[config.mk]
export PLATFORM = sky130hd
export DESIGN_NAME = bftp_ctrl
export DESIGN_NICKNAME = d
export VERILOG_FILES = /design/src/rtl/core/bftp_pkg.sv /design/src/rtl/core/bftp_ctrl.sv
export SDC_FILE = /design/constraint.sdc
export NUM_CORES = 1
export LEC_CHECK = 0
export BUFFER_PORTS_ARGS = -buffer_cell sky130_fd_sc_hd__buf_2
export CAP_MARGIN = 20
export CORE_AREA = 2 2 39 41
export CTS_CLUSTER_DIAMETER = 150
export DETAILED_ROUTE_END_ITERATION = 12
export DIE_AREA = 0 0 41 43
export GPL_TIMING_DRIVEN = 0
export SLEW_MARGIN = 20
export SYNTH_ARGS = -nofsm -noshare
export SYNTH_HDL_FRONTEND = slang
export SYNTH_SLANG_ARGS = --single-unit
export TNS_END_PERCENT = 50
[constraint.sdc]
create_clock -name clk -period 2.9 [get_ports clk]
set_clock_uncertainty 0.15 [all_clocks]
set_input_delay 0.29 -clock clk [delete_from_list [all_inputs] [get_ports clk]]
set_output_delay 0.29 -clock clk [all_outputs]
set_load 0.02 [all_outputs]
[src/rtl/core/bftp_pkg.sv]
// Shared constants, codes and interface types of the tape processor.
`timescale 1ns / 1ps
package bftp_pkg;

    localparam int DATA_DEPTH  = 1024;
    localparam int PROG_DEPTH  = 4096;
    localparam int INPUT_DEPTH = 64;

    localparam int DATA_AW  = $clog2(DATA_DEPTH);
    localparam int PROG_AW  = $clog2(PROG_DEPTH);
    localparam int INPUT_AW = $clog2(INPUT_DEPTH);

    // Widths of the counters that must hold the depth itself.
    localparam int PC_W    = PROG_AW + 1;
    localparam int QCNT_W  = INPUT_AW + 1;
    localparam int MSIZE_W = 11;
    localparam int DEPTH_W = PC_W + 1;

    // Item modes.
    localparam logic [1:0] MODE_LOAD  = 2'd0;
    localparam logic [1:0] MODE_QUEUE = 2'd1;
    localparam logic [1:0] MODE_START = 2'd2;
    localparam logic [1:0] MODE_STEP  = 2'd3;

    // Run status codes.
    localparam logic [2:0] ST_RUN       = 3'd0;
    localparam logic [2:0] ST_END       = 3'd1;
    localparam logic [2:0] ST_EXIT      = 3'd2;
    localparam logic [2:0] ST_PTR_OVER  = 3'd3;
    localparam logic [2:0] ST_PTR_UNDER = 3'd4;
    localparam logic [2:0] ST_PC_OVER   = 3'd5;
    localparam logic [2:0] ST_PC_UNDER  = 3'd6;
    localparam logic [2:0] ST_FULL      = 3'd7;

    // Configuration register indexes.
    localparam logic [1:0] CFG_INIT  = 2'd0;
    localparam logic [1:0] CFG_CONST = 2'd1;
    localparam logic [1:0] CFG_MSIZE = 2'd2;

    // Instruction characters.
    localparam logic [7:0] OP_INC   = 8'h2B;
    localparam logic [7:0] OP_DEC   = 8'h2D;
    localparam logic [7:0] OP_RIGHT = 8'h3E;
    localparam logic [7:0] OP_LEFT  = 8'h3C;
    localparam logic [7:0] OP_OUT   = 8'h2E;
    localparam logic [7:0] OP_IN    = 8'h2C;
    localparam logic [7:0] OP_OPEN  = 8'h5B;
    localparam logic [7:0] OP_CLOSE = 8'h5D;
    localparam logic [7:0] OP_HALT  = 8'h40;

    // Commands from the controller to the datapath.
    typedef struct packed {
        logic take;
        logic fill;
        logic exec;
        logic scan_rd;
        logic scan_chk;
        logic emit;
    } ctl_cmd_t;

    // Status from the datapath to the controller.
    typedef struct packed {
        logic step_run;
        logic fill_last;
        logic scan_need;
        logic scan_done;
        logic slot_free;
    } dp_stat_t;

endpackage

[src/rtl/core/bftp_ctrl.sv]
// Sequencing state machine of the tape processor.
`timescale 1ns / 1ps
module bftp_ctrl (
    input  logic               clk,
    input  logic               rst_n,
    input  logic               in_valid,
    output logic               in_stall,
    input  logic [1:0]         mode,
    input  bftp_pkg::dp_stat_t stat,
    output bftp_pkg::ctl_cmd_t cmd
);
    import bftp_pkg::*;

    typedef enum logic [5:0] {
        S_IDLE     = 6'b000001,
        S_FILL     = 6'b000010,
        S_EXEC     = 6'b000100,
        S_SCAN_RD  = 6'b001000,
        S_SCAN_CHK = 6'b010000,
        S_DONE     = 6'b100000
    } state_t;

    state_t state_reg, state_next;

    // State register.
    always_ff @(posedge clk or negedge rst_n)
    begin
        if (!rst_n)
        begin
            state_reg <= S_IDLE;
        end
        else
        begin
            state_reg <= state_next;
        end
    end

    // Next state and commands.
    always_comb
    begin
        state_next = state_reg;
        cmd        = '0;
        in_stall   = 1'b1;
        unique case (state_reg)
            S_IDLE:
            begin
                in_stall = 1'b0;
                if (in_valid)
                begin
                    cmd.take = 1'b1;
                    if (mode == MODE_START)
                    begin
                        state_next = S_FILL;
                    end
                    else if (mode == MODE_STEP && stat.step_run)
                    begin
                        state_next = S_EXEC;
                    end
                    else
                    begin
                        state_next = S_DONE;
                    end
                end
            end
            S_FILL:
            begin
                cmd.fill = 1'b1;
                if (stat.fill_last)
                begin
                    state_next = S_DONE;
                end
            end
            S_EXEC:
            begin
                cmd.exec   = 1'b1;
                state_next = stat.scan_need ? S_SCAN_RD : S_DONE;
            end
            S_SCAN_RD:
            begin
                cmd.scan_rd = 1'b1;
                state_next  = S_SCAN_CHK;
            end
            S_SCAN_CHK:
            begin
                cmd.scan_chk = 1'b1;
                state_next   = stat.scan_done ? S_DONE : S_SCAN_RD;
            end
            S_DONE:
            begin
                if (stat.slot_free)
                begin
                    cmd.emit   = 1'b1;
                    state_next = S_IDLE;
                end
            end
            default:
            begin
                state_next = S_IDLE;
            end
        endcase
    end

endmodule

==> impl_metrics.csv, run 1 <==
group,metric,value,unit
setup_path,critPathRequiredTime,2.46,ns
drt,dr.pass1.iters,5,
place,io_buffers,16,
synthesis,synthTopCellsByArea,"dfrtp_1 (28%), dfstp_2 (5.9%), nor3b_2 (5.6%)",
min_path,worstHoldStart,"mode[0]",
floorplan,core,1380,µm²
place,hpwl,720,µm
cts,cts-htree-levels,1,
setup_path,crit_fanout,7,
global_route,overflow,0,
drt,viasPerCell,5.05,
cts,clk_latency,0.25,ns
global_route,grt_max_degree,11,
setup_path,worst-setup-path-type,"register to primary output",
run_status,status,"finished clean",
place,place_inst,80,
setup_path,cp_slowest_cell,"or4_1",
layout,stdcell_count,85,
power,peakVddDrop,0.350,mV
drt,drtIter0Drc,7,
global_route,grt_pass1_vias,385,
min_path,hp-class,"input port to register",
job,maxCapViolations,0,
layout,area_growth,30.8,%
drt,vias,429,
timing,setup_viol,0,
synthesis,synth_fp_nets,58,
global_route,antenna_found_initial,0,
place,place_area,543,µm²
setup_path,crit_family,"simple AND/OR/NAND/NOR gates",
setup_path,critical-path-max-stage-delay,0.62,ns
drt,drc,0,
setup_path,cp.arrival,1.75,ns
drt,antenna_left,0,
cts,cts.sinks,6,
timing,tns,0,ns
floorplan,start_util,0.320,
drt,wl,937,µm
power,power.density,670,nW/µm²
floorplan,dieArea,1760,µm²
cts,cts_resized,0,
synthesis,syn-cell-area,443,µm²
setup_path,reg2reg_depth,5,
setup_path,path_cells,"or4_1 > nor3b_2 > buf_2",
layout,n_fill_cell,144,
layout,design_area,579,µm²
layout,seq_area,151,µm²
timing,finalCritPeriodShare,0.757,
synthesis,synth_top_cell_by_area,"dfrtp_1",
synthesis,synth_edf_count,0,
timing,worst_slew_pin_slew,0.394,ns
cts,path_clk_slew,0.04,ns
synthesis,synth_common_cells,"dfrtp_1 (5), nor2_1 (5), inv_1 (3), nand2_1 (3), nor4_1 (3)",
min_path,hold_end,"state_reg[1]",
setup_path,ff2ff_setup_slack,1.06,ns
floorplan,die_height,43,µm
min_path,holdPathStages,2,
synthesis,synth_ff_type,"dfrtp_1",
global_route,grt_pass1_wl,1570,µm
synthesis,avgSynthCellArea,9.23,µm²
setup_path,end_kind,"primary output",
layout,multi_input_area,265,µm²
timing,finalMaxSlewViolations,0,
cts,cts_tree,"done",
floorplan,dieWidth,41,µm
setup_path,r2r_end,"state_reg[5]",
synthesis,synthArstFlopShare,1.00,
cts,cts_buffers,3,
layout,largest_reg_flops,6,
synthesis,synth-warning-count,0,
synthesis,synth_top_area_share,0.282,
layout,diodes,0,
timing,rsz0062_at_grt,"false",
timing,fmax,456,MHz
timing,fin_crit,2.19,ns
synthesis,ys_seq_area_frac,0.342,
layout,nNetsFinal,80,
cts,cts-root-buf,"clkbuf_4",
floorplan,pin_count,17,
timing,final_hold_viol_count,0,
layout,drive_above_1_share,0.420,
cts,cts.path.max_buffers,2,
floorplan,rows,14,
setup_path,start_kind,"register",
synthesis,ys_types,29,
synthesis,yosys_register_bits,6,
timing,maxSlewHeadroom,0.737,
power,power.leakage,0.280,nW
setup_path,path_buf_inv,1,
global_route,grtUsageTotal,0.144,
synthesis,synth_cells,48,
setup_path,reg2reg_from,"state_reg[4]",
place,gp_congestion,0.736,
drt,post_drt_wl_per_cell,11.0,µm
==> per-layer routing <==
metal / part of all wire / track usage / routed length [µm]
met2: 0.43 / 0.172 / 402
met3: 0.066 / 0.0471 / 62
met4: 0.043 / 0.160 / 40
met1: 0.46 / 0.180 / 432
met5: 0 / 0 / 0
==> worst reg2reg max path, cell delays in order (launching register included) <==
cell	delay, ns
dfrtp_1	0.37
buf_6	0.14
or4_4	0.53
or3_4	0.40
o21ai_2	0.06
o22ai_1	0.08
==> logic make-up after synthesis <==
family	synth area share
and+or+nand+nor	0.421
buffers and inverters	0.0593
AOI/OAI and AO/OA	0.136
DFF	0.342
adders and majority gates	0.0226
xor gates and xnor gates	0.0198
==> where the power goes <==
| group | switching, mW | internal (mW) | leakage (nW) |
|---|---|---|---|
| clock network | 0.0335 | 0.0523 | 0.0150 |
| logic | 0.0905 | 0.0834 | 0.186 |
| registers | 0.0248 | 0.104 | 0.0794 |
==> cell usage in the layout (no fill, tap or decap), drive strengths merged, types with 3 or more instances in the layout <==
cell    instances
clkbuf          5
buf            17
nor4            3
inv             3
nand2           3
nor2            5
dfrtp           5
==> how the worst max path moves through the flow <==
stage	slack [ns]	startpoint	endpoint	cells past startpoint
6_report	0.71	state_reg[1]	cmd[3]	3
5_1_grt	0.63	state_reg[1]	cmd[3]	3
4_1_cts	0.71	state_reg[1]	cmd[3]	3
3_5_place_dp	0.96	state_reg[1]	cmd[3]	3
3_3_place_gp	0.98	state_reg[1]	cmd[3]	3
2_1_floorplan	1.04	state_reg[1]	cmd[3]	2
==> what timing repair did <==
item                       CTS  global route
setup buffers                0             0
setup endpoints to repair    0             0
hold buffers                 1             0
hold endpoints to repair     6             0
==> layout make-up <==
type	instances	share of cell area
timing repair buffer	17	0.156
multi-input combinational	37	0.458
sequential	6	0.261
buffer	2	0.0259
inverter	3	0.0194
clock buffer	4	0.0454
tap	16	0.0346
==> stage by stage <==
step | worst slack (ns) | power, mW | utilization | hold slack [ns]
global placement | 0.978 | 0.302 | 0.392 | -0.0296
global route | 0.627 | 0.418 | 0.419 | 0.119
detailed placement | 0.959 | 0.304 | 0.392 | -0.0365
finish | 0.706 | 0.388 | 0.419 | 0.0964
floorplan | 1.04 | 0.257 | - | -0.156
CTS | 0.706 | 0.392 | 0.419 | 0.0962
Power figures use the tool's default switching activity.
==> run 2: changes to the inputs <==
- clock period: 2.9 -> 1.9 ns (I/O delays scaled with it)
==> run 2 against run 1 <==
The run now ends with negative setup slack left. Global-route usage up 1.2 points. Sequential power rose by 52%. First-iteration DRC count unchanged. Combinational power grew 87%. Cell area up 19%. Setup slack got worse by 0.74 ns. Wire length increased by 14%. Flip-flop and latch count unchanged. Critical path type unchanged.
==> impl_metrics.csv, run 2 (same netlist as run 1, synthesis figures left out) <==
group,metric,value,unit
cts,cts.sinks,6,
setup_path,worst-setup-path-type,"register to primary output",
setup_path,path_buf_inv,1,
place,gp_congestion,0.736,
place,hpwl,720,µm
run_status,violations,"negative setup slack",
global_route,overflow,0,
setup_path,cp.arrival,1.60,ns
setup_path,crit_family,"simple AND/OR/NAND/NOR gates",
timing,maxSlewHeadroom,0.749,
timing,setup_viol,2,
drt,dr.pass1.iters,4,
global_route,grtUsageTotal,0.157,
power,power.density,942,nW/µm²
cts,path_clk_slew,0.05,ns
global_route,grt_pass1_wl,1730,µm
timing,worst_slew_pin_slew,0.377,ns
layout,area_growth,55.4,%
layout,nNetsFinal,86,
power,peakVddDrop,0.496,mV
setup_path,crit_fanout,3,
timing,finalWorstSetupSlack,-0.0373,ns
cts,cts-root-buf,"clkbuf_4",
cts,cts-htree-levels,1,
cts,cts_tree,"done",
global_route,grt_max_degree,11,
drt,wl,1060,µm
layout,n_fill_cell,134,
cts,cts_buffers,3,
min_path,hp-class,"input port to register",
floorplan,dieArea,1760,µm²
drt,drtIter0Drc,7,
cts,clk_latency,0.25,ns
floorplan,pin_count,17,
layout,seq_area,154,µm²
floorplan,start_util,0.320,
floorplan,core,1380,µm²
setup_path,cp_slowest_cell,"or4_4",
drt,post_drt_wl_per_cell,11.7,µm
setup_path,start_kind,"register",
floorplan,die_height,43,µm
layout,final_cell_mix,"buf_2 (13), buf_6 (6), nor2_1 (4), buf_4 (4)",
timing,final_hold_viol_count,0,
drt,drc,0,
place,place_ws,0.0592,ns
drt,antenna_left,0,
layout,design_area,688,µm²
setup_path,end_kind,"primary output",
power,fin_total_pwr,0.648,mW
setup_path,critPathRequiredTime,1.56,ns
layout,layout_commonest_cell,"buf_2",
floorplan,dieWidth,41,µm
job,maxCapViolations,0,
layout,multi_input_area,294,µm²
place,io_buffers,16,
layout,finish.utilization,0.497,
global_route,grt_pass1_vias,412,
drt,viasPerCell,4.93,
setup_path,path_cells,"or4_4 > nor3b_2 > buf_4",
timing,rsz0062_at_grt,"true",
layout,diodes,0,
place,place_area,543,µm²
timing,finalCritPeriodShare,1.02,
setup_path,critical-path-max-stage-delay,0.57,ns
layout,largest_reg_flops,6,
global_route,antenna_found_initial,0,
layout,drive_above_1_share,0.547,
run_status,status,"complete, but fails checks",
power,power.leakage,0.319,nW
timing,fmax,516,MHz
drt,vias,449,
floorplan,rows,14,
timing,fin_crit,1.94,ns
timing,finalMaxSlewViolations,0,
cts,cts.path.max_buffers,2,
[run 2: cell types whose count changed in the layout (fill, tap and decap cells not counted), moves of 2 or more]
cell     delta
buf_4       +4
dfrtp_2     +2
buf_2       -3
buf_6       +5
dfrtp_1     -2
[run 2: final cells by class]
| cell class | count | share of cell area |
|---|---|---|
| inverter | 3 | 0.0164 |
| timing repair buffer | 24 | 0.249 |
| sequential | 6 | 0.224 |
| tap | 16 | 0.0291 |
| multi-input combinational | 37 | 0.427 |
| buffer | 1 | 0.0164 |
| clock buffer | 4 | 0.0382 |
[run 2: where the power goes]
part	leakage, nW	internal (mW)	switching, mW	total (mW)
sequential	0.0763	0.161	0.0354	0.196
combinational	0.228	0.164	0.161	0.325
clock	0.0150	0.0796	0.0477	0.127
[run 2: metrics by stage]
step           instances  hold WS (ns)  TNS (ns)
2_1_floorplan         48        -0.256         0
3_3_place_gp          80        -0.130         0
3_5_place_dp          80        -0.136         0
4_1_cts               92       0.00721   -0.0412
5_1_grt               91        0.0217    -0.283
6_report              91        0.0177   -0.0560
[run 2: path summary, 6_finish.rpt]
check	start	endpoint	slack [ns]	cells past startpoint
setup / recovery	state_reg[1]	cmd[3]	-0.04	3
hold / removal	stat[0]	state_reg[5]	0.02	2
setup reg to reg	state_reg[1]	state_reg[3]	0.02	7
hold reg to reg	state_reg[3]	state_reg[4]	0.56	1
max in group asynchronous	rst_n	state_reg[0]	1.24	2
min in group asynchronous	rst_n	state_reg[4]	0.14	2
[run 2: timing repair]
action                                 4_1_cts  5_1_grt
endpoints found under the hold margin        7        0
pin swaps                                    1        1
hold buffers                                 2        0
setup buffers                                6        0
gates cloned                                 0        0
resized for setup                            9        7
setup endpoints to repair                    3        7
[run 2: per-layer routing]
| layer | track usage | vias to the layer above | share of wire |
|---|---|---|---|
| li1 | - | 232 | - |
| met1 | 0.197 | 197 | 0.44 |
| met2 | 0.194 | 20 | 0.49 |
| met3 | 0.0471 | 0 | 0.069 |
| met4 | 0.160 | 0 | 0 |
| met5 | 0 | - | 0 |
